File: config.mk
export PLATFORM = sky130hd
export DESIGN_NAME = brs_kernel
export DESIGN_NICKNAME = d
export VERILOG_FILES = /design/src/brs_kernel.sv
export SDC_FILE = /design/constraint.sdc
export NUM_CORES = 2
export LEC_CHECK = 0
export BUFFER_PORTS_ARGS = -buffer_cell sky130_fd_sc_hd__buf_2
export CAP_MARGIN = 10
export CORE_UTILIZATION = 30
export CTS_CLUSTER_SIZE = 24
export DETAILED_ROUTE_END_ITERATION = 7
export GPL_TIMING_DRIVEN = 0
export HOLD_SLACK_MARGIN = 0.06
export SLEW_MARGIN = 10
export SYNTH_ARGS = -nofsm -noshare
export SYNTH_HDL_FRONTEND = slang
export SYNTH_SLANG_ARGS = --single-unit
File: constraint.sdc
create_clock -name clk -period 7.2 [get_ports clk]
set_input_delay 0.72 -clock clk [delete_from_list [all_inputs] [get_ports clk]]
set_output_delay 0.72 -clock clk [all_outputs]
set_load 0.05 [all_outputs]
File: src/brs_kernel.sv
`timescale 1ns / 1ps
// ----------------------------------------------------------------------------
// brs_kernel
// Cubic kernel weight for one tap; the square and the cube each form in a registered stage of their own.
// ----------------------------------------------------------------------------
module brs_kernel #(
  parameter int FRAC_BITS = 16,
  parameter int NUM_W     = 37,
  parameter int TAP_W     = 9
) (
  input  logic                        clk,
  input  logic                        rst,
  input  logic                        start,
  input  logic [TAP_W-1:0]            tap,
  input  logic [NUM_W-1:0]            pos,
  output logic                        done,
  output logic signed [FRAC_BITS+2:0] weight
);
  localparam int D_W  = FRAC_BITS + 2;
  localparam int D2_W = FRAC_BITS + 3;
  localparam int D3_W = FRAC_BITS + 4;
  localparam int K_W  = FRAC_BITS + 8;
  localparam int W_W  = FRAC_BITS + 3;

  logic [NUM_W:0]   tp;
  logic [NUM_W:0]   tap_dist;
  logic [D_W-1:0]   d;
  logic [D2_W-1:0]  d2;
  logic [D3_W-1:0]  d3;
  logic             far1, far2, far3;
  logic [2:0]       vld;
  logic [2*D_W-1:0]     sq;
  logic [D2_W+D_W-1:0]  cu;
  logic signed [K_W-1:0] one, sd, sd2, sd3, wk;

  assign tp       = (NUM_W + 1)'(tap) << FRAC_BITS;
  assign tap_dist = (tp >= {1'b0, pos}) ? tp - {1'b0, pos} : {1'b0, pos} - tp;
  assign sq   = d * d;
  assign cu   = d2 * d;

  assign one = K_W'(1) <<< FRAC_BITS;
  assign sd  = K_W'(d);
  assign sd2 = K_W'(d2);
  assign sd3 = K_W'(d3);

  always_comb begin
    if (far3) wk = '0;
    else if (sd <= one) wk = K_W'(one - 2 * sd2 + sd3);
    else wk = K_W'(4 * one - 8 * sd + 5 * sd2 - sd3);
  end

  always_ff @(posedge clk) begin
    if (rst) begin
      vld  <= '0;
      done <= 1'b0;
    end else begin
      vld  <= {vld[1:0], start};
      done <= vld[2];
    end
  end

  always_ff @(posedge clk) begin
    if (start) begin
      far1 <= tap_dist > ((NUM_W + 1)'(2) << FRAC_BITS);
      d    <= tap_dist[D_W-1:0];
    end
    d2     <= D2_W'(sq >> FRAC_BITS);
    far2   <= far1;
    d3     <= D3_W'(cu >> FRAC_BITS);
    far3   <= far2;
    weight <= W_W'(wk);
  end
endmodule

* After elaboration in Yosys (flattened, before gate mapping)
Index checks and enable logic that the tools add are counted.
** Storage, ports and cells
- Flip-flop bits (word level) :: 82
- Output and inout port bits :: 20
- Logic and storage cells :: 24
** Cells by class
- Add/sub/neg operators :: 7
- $mul :: 3
- Magnitude comparators :: 3
- Mux-type cells :: 2
** Operator list (number)
- $add A19 B19 Y19 :: 2
- $gt A38 B18 Y1 const B :: 1
- $mux W38 :: 1
- $sub A25 B37 Y38 :: 1
- $sub A37 B25 Y38 :: 1
- $ge A25 B37 Y1 :: 1
- $mul A18 B18 Y35 :: 1
- $mul A19 B18 Y35 :: 1
- $mul A3 B19 Y19 const A :: 1
- $mux W19 :: 1
- $sub A17 B19 Y19 const A :: 1
- $sub A19 B19 Y19 :: 1
- $sub A19 B19 Y19 const A :: 1
- $le A18 B17 Y1 const B :: 1

* Longest topological paths before layout
- Word-level depth :: 4
- Mapped depth :: 27
- Gate-level depth less buffers :: 25

* Worst setup path before layout
No wires, ideal clock.
- Path kind :: register to register
- Start point :: register d[5]
- End point :: register d2[18]
- Library setup time :: 0.120 ns
- Arrival :: 6.434 ns
- Required time :: 7.080 ns
- Slack :: 0.647 ns
- Cell stages (with the launch flop) :: 26
- Path buffers :: 2
- Clock period less this slack :: 6.553 ns
- Cells stage by stage :: edfxtp_1 > clkbuf_1 > inv_1 > clkbuf_1 > nor2_1 > fa_1 > inv_1 > fa_1 > inv_1 > fa_1 > inv_1 > fa_1 > fa_1 > fa_1 > inv_1 > ha_1 > a21o_1 > a21o_1 > a2111oi_0 > o21ai_0 > or3_1 > o211ai_1 > a21boi_0 > o21ai_1 > nor2_1 > a211o_1
** Between the ends
- Longest elaborated chain between the ends :: 1
** RTL lines
- start, declared :: line 27 : logic [D_W-1:0] d;
- start signal, assigned :: line 65 : d <= tap_dist[D_W-1:0];
- $mul A18 B18 Y35 :: line 38 : assign sq = d * d;
- named net sq[34] :: line 32 : logic [2*D_W-1:0] sq;
- end signal, assigned :: line 67 : d2 <= D2_W'(sq >> FRAC_BITS);
- end, declared :: line 28 : logic [D2_W-1:0] d2;
The timed path passes the listed nets, and every way through them passes these cells.
A chain may end at the register's enable or synchronous reset.

* Worst setup path in the final report
- Start point :: register d[15]
- End point :: register d2[17]
Same word-level chain as after synthesis.

==> results.toml <==
[outcome]
status = "finished, final reports clean"

[yosys]
seq_area_frac_synth_pct = 7.40
syn-num-nets = 3640
synth_top_cell_area_share_pct = 41.9
synthTopCellsByArea = "fa_1 42%, ha_1 15%, inv_1 9.8%"
yosys_most_used_dff = "dfxtp_1"
syn_inst = 2779
syn_avg_cell_area_um2 = 8.91
synth_common_cells = "648 x inv_1, 518 x fa_1, 318 x nand2_1"
yosysMostFrequentCell = "inv_1"
yosys_warnings = 0
synth_edf_count = 19
syn_area_um2 = 24800
synth_top_area_cell = "fa_1"
ys_async_sr_fraction_pct = 0
yosysUniqueCellTypes = 64
ys_ff_latch = 82

[final_layout]
nets = 3729
layout.cells.non_filler = 3943
fillCellCount = 8583
final_layout_size_suffix_gt1_share_pct = 7.17
num_antenna_cells = 0
syn_to_final_growth_pct = 9.53

[clock_tree]
clockRootBuffer = "clkbuf_16"
htreeDepth = 3
cts_tree = "built"
path_clk_slew_ns = 0.07
cts_buffers = 9
clk_latency_ns = 0.39
cts.path.max_buffers = 2
numClockSinks = 82

[worst_setup_path]
slowest_stage = "fa_1"
worstPathRequired_ns = 7.47
crit_path_frequent_cell = "fa_1"
startpoint = "d[15]"
arrival_ns = 7.25
worstSetupPathType = "reg -> reg"
cpLargestDelayFamily = "adder cells"
r2r-end = "d2[17]"
r2r_start = "d[15]"
worst-r2r-cell-count = 24
reg2reg_slack_ns = 0.22
path_buf_inv = 6
worst_setup_path_end_kind = "register"
startpoint_type = "register"
cp_cell_sequence = "clkbuf_8 > buf_4 > and2_1 > fa_1 > inv_1 > fa_1 > inv_1 > fa_1 > inv_1 > fa_1 > fa_1 > fa_1 > inv_1 > ha_1 > a21o_1 > a21o_1 > a2111oi_4 > o21ai_2 > or3_1 > o211ai_1 > a21boi_1 > o21ai_1 > nor2b_2 > xnor2_1"
cp_max_fo = 10
max_stage_delay_ns = 0.58

[timing]
hold_ws_ns = 0.347
fmax_ghz = 0.143
setup_viol = 0
layout_min_cycle_time_ns = 6.98
rsz0062_at_grt = "true"
tightest_slew_ns = 0.885
slew_violations = 0
finalHoldViolCount = 0
finClkSkew_ns = 0.0124
fin_crit_sh_pct = 97.0
relSlewSlack_pct = 40.5

[grt]
antenna_found_initial = 0
first_global_vias = 19700
grt_pass1_wl_mm = 110
gr-usage-all-layers_pct = 17.2
grt_max_degree = 21
overflow = 0

[detailed_routing]
totalWireLength_mm = 68.8
initialDrtViolationCount = 1133
route.vias.total = 18700
drt_first_pass_iters = 6
drt.antenna.violating_nets = 0
viasPerCell = 4.73
wl_per_cell_um = 17.4
post-route-drc-count = 0

[place]
hpwl_mm = 57.1
post-place-cells = 3915
port-buffer-count = 66
place.gp.congestion = 0.890

[die]
die_h_um = 289
core_region_area_um2 = 81800
io_pins = 69
die_area_um2 = 83700
initial_core_util_pct = 30.3
rows = 105
die_w_um = 289

[job]
maxCapViolations = 0

[min_path]
min_to = "far3"
hp-start = "far2"
hold_class = "reg -> reg"
hold_depth = 0
flip-flops by register name, indices dropped and copies added, names as in the netlist:
signal	count
d2	19
d3	19
weight	19
d	18
vld	3
done	1
far1	1
far2	1
far3	1
layer usage:
layer,routed length [µm],GRT usage [%]
met3,4860,3.80
met1,27800,21.7
met2,33200,28.9
met4,2890,6.33
met5,0,0
layout make-up:
type | count | area, µm² | share of cell area [%]
Multi-Input combinational cell | 1935 | 20100 | 74.2
Timing Repair Buffer | 87 | 488 | 1.80
Clock buffer | 10 | 229 | 0.844
Buffer | 97 | 557 | 2.05
Inverter | 656 | 2480 | 9.16
Sequential cell | 82 | 1840 | 6.78
Tap cell | 1070 | 1340 | 4.94
Clock inverter | 6 | 75.1 | 0.277
per-stage QoR:
| stage | utilization, % | setup WS [ns] | instance area, µm² | setup TNS (ns) |
|---|---|---|---|---|
| 6_report | 33.1 | 0.219 | 27100 | 0 |
| 5_1_grt | 33.1 | -0.0297 | 27100 | -0.0297 |
| 4_1_cts | 33.0 | 0.0124 | 27000 | 0 |
| 3_5_place_dp | 32.3 | -1.30 | 26400 | -12.84 |
| 3_3_place_gp | 32.3 | -1.28 | 26400 | -12.45 |
| 2_1_floorplan | - | 0.647 | 24800 | 0 |
worst reg2reg max path: cells and delay by family, from the launching register on:
family                     cells  cell delay [ns]
buffers and inverters          6             0.67
adders and majority gates      7             3.27
AOI/OAI and AO/OA              7             1.54
xor gates and xnor gates       1             0.17
DFF                            1             0.49
and+or+nand+nor                3             0.72
cell families (layout without fill, tap and decap cells):
family,count (synthesis),after routing,synth area share (%)
buffers and inverters,762,856,11.6
AO/OA/AOI/OAI,225,225,5.87
AND/OR/NAND/NOR,771,771,13.9
flip-flops,82,82,7.40
adder cells (fa/ha/maj),812,812,56.7
XOR/XNOR,112,112,3.96
multiplexers,15,15,0.621
cell usage in the layout (no fill, tap or decap), types with 8 or more instances in the layout:
master	count
a21o_1	31
a21oi_1	70
a31oi_1	10
and2_1	84
buf_1	8
buf_2	79
buf_4	27
clkbuf_1	32
clkbuf_16	9
clkbuf_2	22
clkbuf_4	8
dfxtp_1	58
edfxtp_1	19
fa_1	518
ha_1	293
inv_1	641
mux2i_1	12
nand2_1	318
nand2b_1	10
nand3_1	13
nand4_1	14
nor2_1	229
nor2b_1	18
nor3_1	30
nor4_1	13
o21a_1	12
o21ai_0	35
or2_2	10
or3_1	9
xnor2_1	69
xor2_1	43
worst max-delay path by stage:
stage / end / slack [ns] / depth (start not counted)
final: d2[17] / 0.22 / 24
after global routing: d2[17] / -0.03 / 23
after global placement: d2[17] / -1.28 / 25
after CTS: d3[18] / 0.01 / 21
after floorplan: d2[18] / 0.65 / 25
after detailed placement: d2[17] / -1.30 / 25
repair_timing:
item / 4_1_cts / 5_1_grt
setup buffers: 13 / 8
gates resized for setup: 103 / 40
setup endpoints to repair: 25 / 8
hold endpoints to repair: 0 / 0
pin swaps: 1 / 2
hold buffers: 0 / 0
Power is not shown: default switching activity piles up to over one toggle a cycle in this logic, so the estimate is an artifact.
