**config.mk**
```make
export PLATFORM = sky130hd
export DESIGN_NAME = brs_div
export DESIGN_NICKNAME = d
export VERILOG_FILES = /design/src/brs_div.sv
export SDC_FILE = /design/constraint.sdc
export NUM_CORES = 1
export LEC_CHECK = 0
export ABC_AREA = 1
export BUFFER_PORTS_ARGS = -buffer_cell sky130_fd_sc_hd__buf_2
export CAP_MARGIN = 20
export CORE_ASPECT_RATIO = 0.8
export CORE_UTILIZATION = 50
export DETAILED_ROUTE_END_ITERATION = 8
export PLACE_DENSITY = 0.75
export SYNTH_ARGS = -nofsm -noshare
export SYNTH_HDL_FRONTEND = slang
export SYNTH_SLANG_ARGS = --single-unit
```
**constraint.sdc**
```tcl
create_clock -name clk -period 5.05 [get_ports clk]
set_input_delay 1.515 -clock clk [delete_from_list [all_inputs] [get_ports clk]]
set_output_delay 1.515 -clock clk [all_outputs]
set_load 0.1 [all_outputs]
```
**src/brs_div.sv**
```systemverilog
`timescale 1ns / 1ps
// ----------------------------------------------------------------------------
// brs_div
// Restoring divider, one quotient bit per cycle.
// ----------------------------------------------------------------------------
module brs_div #(
  parameter int NUM_W = 37,
  parameter int DEN_W = 13
) (
  input  logic             clk,
  input  logic             rst,
  input  logic             start,
  input  logic [NUM_W-1:0] num,
  input  logic [DEN_W-1:0] den,
  output logic             done,
  output logic [NUM_W-1:0] quot
);
  localparam int CNT_W = $clog2(NUM_W);

  logic [DEN_W-1:0] rem;
  logic [DEN_W-1:0] den_r;
  logic [CNT_W-1:0] cnt;
  logic             busy;
  logic [DEN_W:0]   shifted;
  logic             fits;

  assign shifted = {rem, quot[NUM_W-1]};
  assign fits    = shifted >= {1'b0, den_r};

  always_ff @(posedge clk) begin
    if (rst) begin
      busy <= 1'b0;
      done <= 1'b0;
      cnt  <= '0;
    end else begin
      done <= 1'b0;
      if (start) begin
        busy <= 1'b1;
        cnt  <= '0;
      end else if (busy) begin
        cnt <= cnt + 1'b1;
        if (cnt == CNT_W'(NUM_W - 1)) begin
          busy <= 1'b0;
          done <= 1'b1;
        end
      end
    end
  end

  always_ff @(posedge clk) begin
    if (start) begin
      rem   <= '0;
      quot  <= num;
      den_r <= den;
    end else if (busy) begin
      rem  <= fits ? DEN_W'(shifted - {1'b0, den_r}) : shifted[DEN_W-1:0];
      quot <= {quot[NUM_W-2:0], fits};
    end
  end
endmodule

```
# == Word-level counts from Yosys, hierarchy flattened ==
# Index checks and enable logic that the tools add are counted.
# op_classes
add_sub_neg,2
order_cmp,1
eq_ne,1
mux,7
n_bitwise,1
n_reduce_logical,3
# op_table
op,n
$mux W37,2
$ge A14 B13 Y1,1
$mux W13,1
$sub A13 B13 Y13,1
$add A6 B1 Y6 const B,1
$eq A6 B6 Y1 const B,1
$mux W1,4
$reduce_or A3 Y1,1
$reduce_bool A2 Y1,1
$reduce_or A2 Y1,1
$not A1 Y1,1
# word_totals
regBits,71
input_bits,53
out_inout_bits,38
word_cells,21

# == Depth between registers and ports, before layout ==
# Gate-level depths: netlist of run 1.
# logic_depth
depth_word,4
ltp_mapped,12
ltp_nobuf,12

# == Worst setup path after synthesis of run 1 ==
# No wires, ideal clock.
# synth_timing
path_kind,input to register
startpoint,input start
endpoint,"register quot[0], enable pin"
setup_time_ns,0.392
arrival_time_ns,2.330
required_ns,4.658
slack_ns,2.328
stages,2
n_path_buf,0
cell_sequence,nor2_1 inv_1
# synth_via
elab_chain_len,1
# synth_rtl
element,line_no,text
start: declaration,12,"input logic start,"
$reduce_bool A2 Y1 (no source line),n/a,
end signal: assignment,53,quot <= num;
end signal: assignment,57,"quot <= {quot[NUM_W-2:0], fits};"
end: declaration,16,output logic [NUM_W-1:0] quot
# No other way between the ends.
# A chain may end at the register's enable or synchronous reset.

# == Final worst setup path of run 1 ==
# layout_timing
startpoint,input start
endpoint,"register quot[36], enable pin"
# Same word-level chain as after synthesis.

==> summary.md, run 1 <==
| Metric | Value |
|---|---|
| Outcome | complete, no violations |
| Synth async-reset ratio | 0 |
| Port buffer count | 90 |
| Grt total ovfl | 0 |
| Chip Width | 99.9 µm |
| Kind of critical path | in2reg |
| Initial Util | 0.516 |
| P&R area growth vs syn | 18.5% |
| Final hold viol count | 0 |
| Sequential cell area | 1920 µm² |
| Yosys warning count | 0 |
| Top Ports | 91 |
| DRC | 0 |
| Synth cell types | 31 |
| Cts hold-fix bufs | 0 |
| Syn Area/Cell | 8.01 µm² |
| Power per cell area | 326 nW/µm² |
| P_leak | 2.35 nW |
| Root Driver | clkbuf_8 |
| Ant diodes | 0 |
| Buf+Inv Stages, Crit Path | 5 |
| Initial antenna violation count | 0 |
| Synth Cell Area | 3830 µm² |
| Die area | around 8000 µm² |
| Tot Pwr | 1.48 mW |
| Max-cap violations | 0 |
| # Post-CTS Setup Buffers | 0 |
| Clock Latency Late Sink | ~350 ps |
| Vias in the first global route | 3,232 |
| Startpoint class of the critical path | primary input |
| Worst Setup End Kind | flop |
| Largest net degree at the start of global routing | 39 |
| First-pass GRT wire length | approximately 14 mm |
| Worst Path Arrival | 3190 ps |
| CP Cell Sequence | buf_2 > buf_4 > nor2_1 > buf_4 > inv_1 > buf_4 |
| EDFF count, synth | 50 |
| Share of cells above drive strength 1 | 0.216 |
| Final Util | 0.612 |
| Synthesized Nets | 548 |
| Die Y | between 80 and 90 µm |
| Worst IR Drop VDD | 0.000183 V |
| CTS tree | yes |
| Unrepaired setup endpoints after global routing | no |
| Skew final | 8.57 ps |
| Hold Path Class | reg2reg |
| Main synth FF type | edfxtp_1 |
| Placed Instances | 664 |
| Final Max Slew Viols | 0 |
| Via count | between 3,000 and 4,000 |
| Fill count | around 670 |
| Initial DRC count | 172 |
| Layout Cells excl Fill | 680 |
| Worst EP required | about 5000 ps |
| Slew HR | 0.349 |
| Dpl hpwl | a little over 6 mm |
| Register area share after synthesis | 0.501 |
| Critical Path Max Stage Delay | approximately 520 ps |
| CTS Buffer Depth | 2 |
| Slew @ Worst Pin | 973 ps |
| Antenna viol nets, final | 0 |
| Crit-path max FO | 38 |
| CORE AREA | around 7400 µm² |
| DRT Pass-1 Iters | 5 |
| Layout Nets | 639 |
| Clk sinks | 71 |
| Row count | 28 |
| Final setup fails | 0 |
| Post-CTS resize count | 0 |
| Top cell by count, worst path | buf_4 |
| Worst-path clk slew | 70 ps |
| Final Routed Wirelength | 8.53 mm |
| CTS buffer count | 9 |
| Top Family by Delay on Critical Path | buffers and inverters |
| Routability Congestion | ~0.88 |
| GRT Overall Usage | 0.231 |
| Routed vias/inst | 4.97 |
| Post-synthesis cell count | about 480 |
| # H-tree levels | 3 |
| Sum Neg Setup Slack | 0 ps |
| Slowest CP cell | buf_2 |
| Multi-input logic area | ~1600 µm² |
| Post-DR wirelength/cell | 12.5 µm |
| R2r setup slk | 2700 ps |
| Register bit total from synthesis | 71 |
| Period utilisation layout | 0.633 |
| Min Tclk post-route | between 3000 and 4000 ps |
| Max Clk Rate | 313 MHz |
==> state kept, by name, summed over array words and instances, names as in the netlist <==
name,cells
busy,1
cnt,6
den_r,13
done,1
quot,37
rem,13
==> cell usage after synthesis (6+ instances only) <==
cell type | n | area [µm²]
nand2_1 | 205 | 769
inv_1 | 69 | 259
edfxtp_1 | 50 | 1500
nand3_1 | 33 | 165
dfxtp_1 | 21 | 420
nand4_1 | 18 | 113
ha_1 | 15 | 188
nor2_1 | 14 | 52.6
clkbuf_1 | 8 | 30.0
a21oi_1 | 6 | 30.0
nand2_2 | 6 | 37.5
==> final cells by class <==
class | count | share of cell area
Tap cell | 105 | 0.0289
Multi-Input combinational cell | 323 | 0.348
Sequential cell | 71 | 0.423
Inverter | 71 | 0.0587
Clock inverter | 6 | 0.00799
Timing Repair Buffer | 94 | 0.106
Clock buffer | 10 | 0.0281
==> where the power goes <==
part / leakage, nW / switching [mW] / total [mW] / internal (mW)
Sequential: 0.677 / 0.0211 / 0.695 / 0.674
Combinational: 1.60 / 0.320 / 0.392 / 0.0726
Clock: 0.0778 / 0.217 / 0.393 / 0.176
Total: 2.35 / 0.558 / 1.48 / 0.922
==> metal layers <==
metal	GRT usage	up-vias	routed length [µm]	share of wire
met5	0	-	0	0
met4	0.0897	0	131	0.015
met1	0.303	1553	3890	0.46
met2	0.377	107	3970	0.47
li1	-	1706	-	-
met3	0.0487	14	534	0.063
==> stage by stage <==
step / setup WS, ps / area (µm²) / hold slack (ps)
after floorplan: 2330 / 3830 / 445
after global placement: 1540 / 4380 / 463
after detailed placement: 1490 / 4380 / 468
after CTS: 1850 / 4540 / 481
after global routing: 1710 / 4540 / 505
final: 1850 / 4540 / 477
==> layout by cell type, fill, tap and decap left out <==
master and n:
a211oi_1 1, edfxtp_1 50, o21ai_0 2, inv_2 2
clkbuf_1 1, buf_2 90, nor3b_1 2, nor2_1 14
nand4_2 1, nand3_4 1, inv_1 69, clkinv_1 2
a21oi_1 6, clkinv_2 1, xor2_1 1, clkbuf_8 9
nand4_1 18, inv_6 1, nor2_4 1, dfxtp_1 21
nor2_2 4, nand2_1 205, a21oi_4 1, fa_1 1
nor3_1 4, nand3_1 33, o211ai_1 1, ha_1 15
xnor2_1 4, buf_4 4, nand3_2 1, nand2_2 6
a21o_1 1, clkinvlp_4 2
==> logic make-up after synthesis <==
group / after synthesis / share of synthesized area
xor gates and xnor gates: 5 / 0.0114
buffers and inverters: 85 / 0.0871
adders and majority gates: 16 / 0.0542
and+or+nand+nor: 290 / 0.326
AOI/OAI and AO/OA: 12 / 0.0206
DFF: 71 / 0.501
==> path summary, 6_finish.rpt <==
path,startpoint,endpoint,cells after the start
setup / recovery,start,quot[36],6
setup reg to reg,quot[36],quot[0],10
hold reg to reg,rem[8],rem[8],2
hold / removal,rem[8],rem[8],2
==> tightest hold or removal path, delay by kind of cell, from the launching register on <==
| family | cells | cell delay [ps] |
|---|---|---|
| and+or+nand+nor | 2 | 100 |
| DFF | 1 | 330 |
(Power assumes the default switching activity.)
==> inputs of run 2 (changes only) <==
--- a/config.mk
+++ b/config.mk
@@ -9,9 +9,9 @@
 export BUFFER_PORTS_ARGS = -buffer_cell sky130_fd_sc_hd__buf_2
 export CAP_MARGIN = 20
 export CORE_ASPECT_RATIO = 0.8
-export CORE_UTILIZATION = 50
+export CORE_UTILIZATION = 49
 export DETAILED_ROUTE_END_ITERATION = 8
-export PLACE_DENSITY = 0.75
+export PLACE_DENSITY = 0.77
 export SYNTH_ARGS = -nofsm -noshare
 export SYNTH_HDL_FRONTEND = slang
 export SYNTH_SLANG_ARGS = --single-unit
==> constraint.sdc (replaced) <==
create_clock -name clk -period 2.6 [get_ports clk]
set_input_delay 0.78 -clock clk [delete_from_list [all_inputs] [get_ports clk]]
set_output_delay 0.78 -clock clk [all_outputs]
set_load 0.1 [all_outputs]
==> run 2 against run 1 <==
  * Register-to-register slack worse by 2400 ps
  * Worst hold slack about the same
  * Routed wire length rose by 3.7%
  * Sequential power rose by 94%
  * Global-route usage grew 0.76 points
  * Total power grew 100%
  * Final cell count grew 0.74%
  * Sequential cell count did not move
  * Critical path type is now reg2reg
  * Clock power up 120%
  * Sequential share of layout area decreased by 0.56 points
==> summary.md, run 2 (same netlist as run 1, synthesis figures left out) <==
| Metric | Value |
|---|---|
| Worst-path clk slew | 90 ps |
| Power per cell area | 644 nW/µm² |
| Power Internal | between 1.5 and 2 mW |
| Post-DR wirelength/cell | 12.9 µm |
| Initial Util | 0.512 |
| Skew final | 12.5 ps |
| Dpl hpwl | 6.55 mm |
| DRC | 0 |
| Routability Congestion | 0.949 |
| Biggest register | quot |
| Layout Nets | between 600 and 700 |
| Antenna viol nets, final | 0 |
| Outcome | complete, no violations |
| Clock Latency Late Sink | 360 ps |
| Worst Path Arrival | 2370 ps |
| Final hold viol count | 0 |
| Period utilisation layout | 0.866 |
| Crit-path max FO | 15 |
| Clock power frac | 0.287 |
| Final Max Slew Viols | 0 |
| CORE AREA | 7500 µm² |
| # Post-CTS Setup Buffers | 0 |
| Hold Path Class | reg2reg |
| Final worst-path setup slack | ~350 ps |
| Initial DRC count | 150 |
| Routed vias/inst | 4.88 |
| Critical Path Max Stage Delay | 440 ps |
| Final Routed Wirelength | 8.85 mm |
| Vias in the first global route | 3,256 |
| Fill count | about 700 |
| Root Driver | clkbuf_8 |
| DRT Pass-1 Iters | 5 |
| P_leak | 2.39 nW |
| Place WS | 252 ps |
| First-pass GRT wire length | 14.9 mm |
| Worst Setup End Kind | flop |
| Kind of critical path | reg2reg |
| Switch share | 0.387 |
| Min Tclk post-route | 2250 ps |
| Chip Width | 101 µm |
| Post-CTS resize count | 0 |
| Largest registers | quot x37, den_r x13, rem x13 |
| Most frequent cells in the layout | 205 x nand2_1, 90 x buf_2, 69 x inv_1 |
| Top Family by Delay on Critical Path | simple AND/OR/NAND/NOR gates |
| Initial antenna violation count | 0 |
| CTS tree | yes |
| Port buffer count | 90 |
| Clk sinks | 71 |
| CTS buffer count | 9 |
| Commonest non-fill, non-tap cell in the layout | nand2_1 |
| Startpoint class of the critical path | flop |
| Worst IR Drop VDD | 0.000478 V |
| P&R area growth vs syn | 20.1% |
| Ant diodes | 0 |
| # H-tree levels | 3 |
| CTS Buffer Depth | 2 |
| Row count | 28 |
| Cts hold-fix bufs | 0 |
| GRT Overall Usage | 0.239 |
| Die Y | around 81 µm |
| Combinational fraction of design power | 0.258 |
| Grt total ovfl | 0 |
| Top cell by count, worst path | nand2_1 |
| Die area | between 8000 and 9000 µm² |
| CP Cell Sequence | inv_1 > ha_1 > inv_1 > fa_1 > nand2_1 > nand3_2 > nand2_2 > nand3_4 > nand2_1 > nand2_1 |
| Worst EP required | 2720 ps |
| Top Ports | 91 |
| Sum Neg Setup Slack | 0 ps |
| Buf+Inv Stages, Crit Path | 2 |
| Seq pwr share | 0.455 |
| Slew @ Worst Pin | 1040 ps |
| Net Sw Power | 1.15 mW |
| Largest register FFs | 37 |
| Max Clk Rate | 444 MHz |
| Unrepaired setup endpoints after global routing | no |
| Max-cap violations | 0 |
| Largest net degree at the start of global routing | 53 |
| Final setup fails | 0 |
| Slew HR | 0.302 |
| Slowest CP cell | fa_1 |
| Share of cells above drive strength 1 | 0.228 |
| Via count | 3,340 |
==> run 2: final cells by class <==
class                   count  area, µm²  share of cell area
clock buffers               9        124              0.0269
clock inverters             7       63.8              0.0139
inverters                  71        267              0.0579
multi-input cells         323       1580               0.343
flip-flops and latches     71       1920               0.417
well taps                 105        131              0.0285
repair buffers             99        518               0.112
==> run 2: path summary, 6_finish.rpt <==
check	from	end	depth (start not counted)	slack (ps)
max	quot[36]	quot[0]	10	350
min	rem[7]	rem[7]	2	480
max reg2reg	quot[36]	quot[0]	10	350
min reg2reg	rem[7]	rem[7]	2	480
==> run 2: stage by stage <==
step | util | hold slack, ps | instance area (µm²) | instances | power, mW
after global routing | 0.614 | 498 | 4600 | 685 | 3.09
after CTS | 0.614 | 479 | 4600 | 685 | 2.99
after detailed placement | 0.589 | 465 | 4420 | 669 | 2.14
after global placement | 0.589 | 459 | 4420 | 669 | 2.13
final | 0.614 | 476 | 4600 | 685 | 2.97
after floorplan | - | 445 | 3830 | 479 | 1.98
==> run 2: per-layer routing <==
| layer | up-vias | part of all wire | global-route usage | routed length [µm] |
|---|---|---|---|---|
| li1 | 1714 | - | - | - |
| met1 | 1493 | 0.45 | 0.307 | 4010 |
| met2 | 123 | 0.46 | 0.397 | 4040 |
| met3 | 10 | 0.077 | 0.0714 | 683 |
| met4 | 0 | 0.013 | 0.0609 | 114 |
| met5 | - | 0 | 0 | 0 |
==> run 2: power by group through the flow <==
stage               clock network (mW)  registers (mW)  logic, mW
floorplan                            0            1.80      0.183
global placement                     0            1.37      0.757
detailed placement                   0            1.37      0.766
CTS                              0.878            1.35      0.765
global route                     0.916            1.36      0.810
finish                           0.852            1.35      0.764
==> run 2: worst min-delay path, cell delays in order, from the launching register on <==
cell	delay, ps
dfxtp_1	330
nand2_1	60
nand2_1	50
==> inputs of run 3 (changes only) <==
==> config.mk (replaced) <==
export PLATFORM = sky130hd
export DESIGN_NAME = brs_div
export DESIGN_NICKNAME = d
export VERILOG_FILES = /design/src/brs_div.sv
export SDC_FILE = /design/constraint.sdc
export NUM_CORES = 1
export LEC_CHECK = 0
export ABC_AREA = 1
export CAP_MARGIN = 20
export CORE_ASPECT_RATIO = 0.8
export CORE_UTILIZATION = 50
export DETAILED_ROUTE_END_ITERATION = 8
export DONT_BUFFER_PORTS = 1
export PLACE_DENSITY = 0.68
export SYNTH_ARGS = -nofsm -noshare
export SYNTH_HDL_FRONTEND = slang
export SYNTH_SLANG_ARGS = --single-unit
==> run 3 against run 2 <==
  * Routed wire length is 8.2% lower
  * Clock skew is 2.5 ps lower
  * Global-route usage is 1.3 points lower
  * Register-to-register slack worse by 80 ps
  * Worst hold slack better by 2.5 ps
  * Sequential cell count stayed put
  * Via count is 8.9% lower
  * Utilization is 3.7 points lower
  * Sequential power is 19% higher
  * Clock power is 11% higher
  * Die area is 2.0% lower
==> summary.md, run 3 (same netlist as run 1, synthesis figures left out) <==
| Metric | Value |
|---|---|
| Outcome | complete, no violations |
| Ant diodes | 0 |
| Seq pwr share | 0.537 |
| Antenna viol nets, final | 0 |
| Layout Nets | between 500 and 600 |
| CORE AREA | 7430 µm² |
| Max Clk Rate | 429 MHz |
| Initial DRC count | 205 |
| Final Routed Wirelength | 8.12 mm |
| Worst Setup End Kind | flop |
| Max-cap violations | 0 |
| Initial Util | 0.516 |
| CTS tree | yes |
| DRC | 0 |
| Final worst-path setup slack | between 200 and 300 ps |
| Post-DR wirelength/cell | roughly 13 µm |
| Worst IR Drop VDD | 0.000485 V |
| Final Util | 0.577 |
| Reg2reg path depth | 10 |
| Biggest register | quot |
| Port buffer count | 0 |
| Clock power frac | 0.316 |
| Chip Width | about 100 µm |
| Skew final | 10.0 ps |
| Initial antenna violation count | 0 |
| P&R area growth vs syn | 11.7% |
| GRT Overall Usage | 0.226 |
| Unrepaired setup endpoints after global routing | no |
| Row count | 28 |
| CTS Buffer Depth | 2 |
| Final hold viol count | 0 |
| Top Ports | 91 |
| Multi-input logic area | 1580 µm² |
| CTS buffer count | 9 |
| Post-CTS resize count | 0 |
| Worst Path Arrival | 2450 ps |
| P_leak | 2.12 nW |
| Placed cell area | 4060 µm² |
| Period utilisation layout | 0.896 |
| Commonest non-fill, non-tap cell in the layout | nand2_1 |
| Via count | 3,044 |
| # Post-CTS Setup Buffers | 0 |
| Startpoint class of the critical path | flop |
| Largest register FFs | 37 |
| Hold Path Class | reg2reg |
| DRT Pass-1 Iters | 4 |
| Fill count | 687 |
| Die area | 8030 µm² |
| Power per cell area | roughly 700 nW/µm² |
| Switch share | 0.353 |
| Routability Congestion | 0.876 |
| Dpl hpwl | 5.68 mm |
| Slew @ Worst Pin | 944 ps |
| Routed vias/inst | 5.01 |
| Slew HR | 0.371 |
| Clock Latency Late Sink | between 300 and 400 ps |
| Worst-path clk slew | 70 ps |
| Kind of critical path | reg2reg |
| Min Tclk post-route | between 2000 and 2500 ps |
| Clk sinks | about 70 |
| # H-tree levels | 3 |
| Largest net degree at the start of global routing | 55 |
| Cell area after layout | 4280 µm² |
| Sequential cell area | 1920 µm² |
| Final setup fails | 0 |
| Vias in the first global route | 2,999 |
| Cts hold-fix bufs | 0 |
| Power Internal | 1.93 mW |
| Most frequent cells in the layout | 205 x nand2_1, 69 x inv_1, 50 x edfxtp_1 |
| Sum Neg Setup Slack | 0 ps |
| Grt total ovfl | 0 |
| First-pass GRT wire length | 13.8 mm |
| Final Max Slew Viols | 0 |
| Combinational fraction of design power | 0.147 |
| Worst EP required | 2720 ps |
| Net Sw Power | 1.06 mW |
| Place WS | 289 ps |
| Die Y | 80.3 µm |
| Root Driver | clkbuf_8 |
| Share of cells above drive strength 1 | 0.107 |
| Crit-path max FO | 15 |
| Largest registers | quot x37, den_r x13, rem x13 |
| Hold path cells | 2 |
run 3: cell types whose count changed in the layout (fill, tap and decap cells not counted), moves of 2 or more:
cell,before,now
buf_2,90,0
buf_4,9,22
clkbuf_16,0,2
clkbuf_8,9,11
clkinvlp_4,2,0
inv_8,2,0
run 3: layout make-up:
cell class / count / area share
Clock buffer: 14 / 0.0479
Clock inverter: 2 / 0.00350
Inverter: 71 / 0.0622
Multi-Input combinational cell: 323 / 0.369
Sequential cell: 71 / 0.449
Tap cell: 105 / 0.0307
Timing Repair Buffer: 22 / 0.0386
run 3: worst paths after layout:
check	start	to	slack (ps)
min reg2reg	rem[12]	rem[12]	480
max	quot[36]	quot[0]	270
max reg2reg	quot[36]	quot[0]	270
min	rem[12]	rem[12]	480
run 3: routing by layer:
layer	track usage	up-vias	wire length, µm
met5	0	-	0
met4	0.0721	0	76
met3	0.0879	10	690
met2	0.357	118	3640
met1	0.283	1363	3720
li1	-	1553	-
run 3: per-stage QoR:
stage          hold slack (ps)  total power [mW]  std cells
3_5_place_dp               468              2.07        592
2_1_floorplan              445              1.98        479
3_3_place_gp               462              2.06        592
4_1_cts                    481              3.03        608
5_1_grt                    480              3.11        608
6_report                   479              2.99        608
run 3: worst max-delay path: stages, from the launching register on:
cell and delay, ps:
edfxtp_1 400, inv_1 110, ha_1 150, inv_1 80
fa_1 440, nand2_1 110, nand3_2 90, nand2_2 270
nand3_4 260, nand2_1 110, nand2_1 50
run 3: power by group through the flow:
stage	sequential, mW	clock [mW]	combinational (mW)
final	1.60	0.946	0.441
after global routing	1.61	1.02	0.479
after CTS	1.61	0.982	0.442
after detailed placement	1.63	0	0.440
after global placement	1.63	0	0.433
after floorplan	1.80	0	0.183
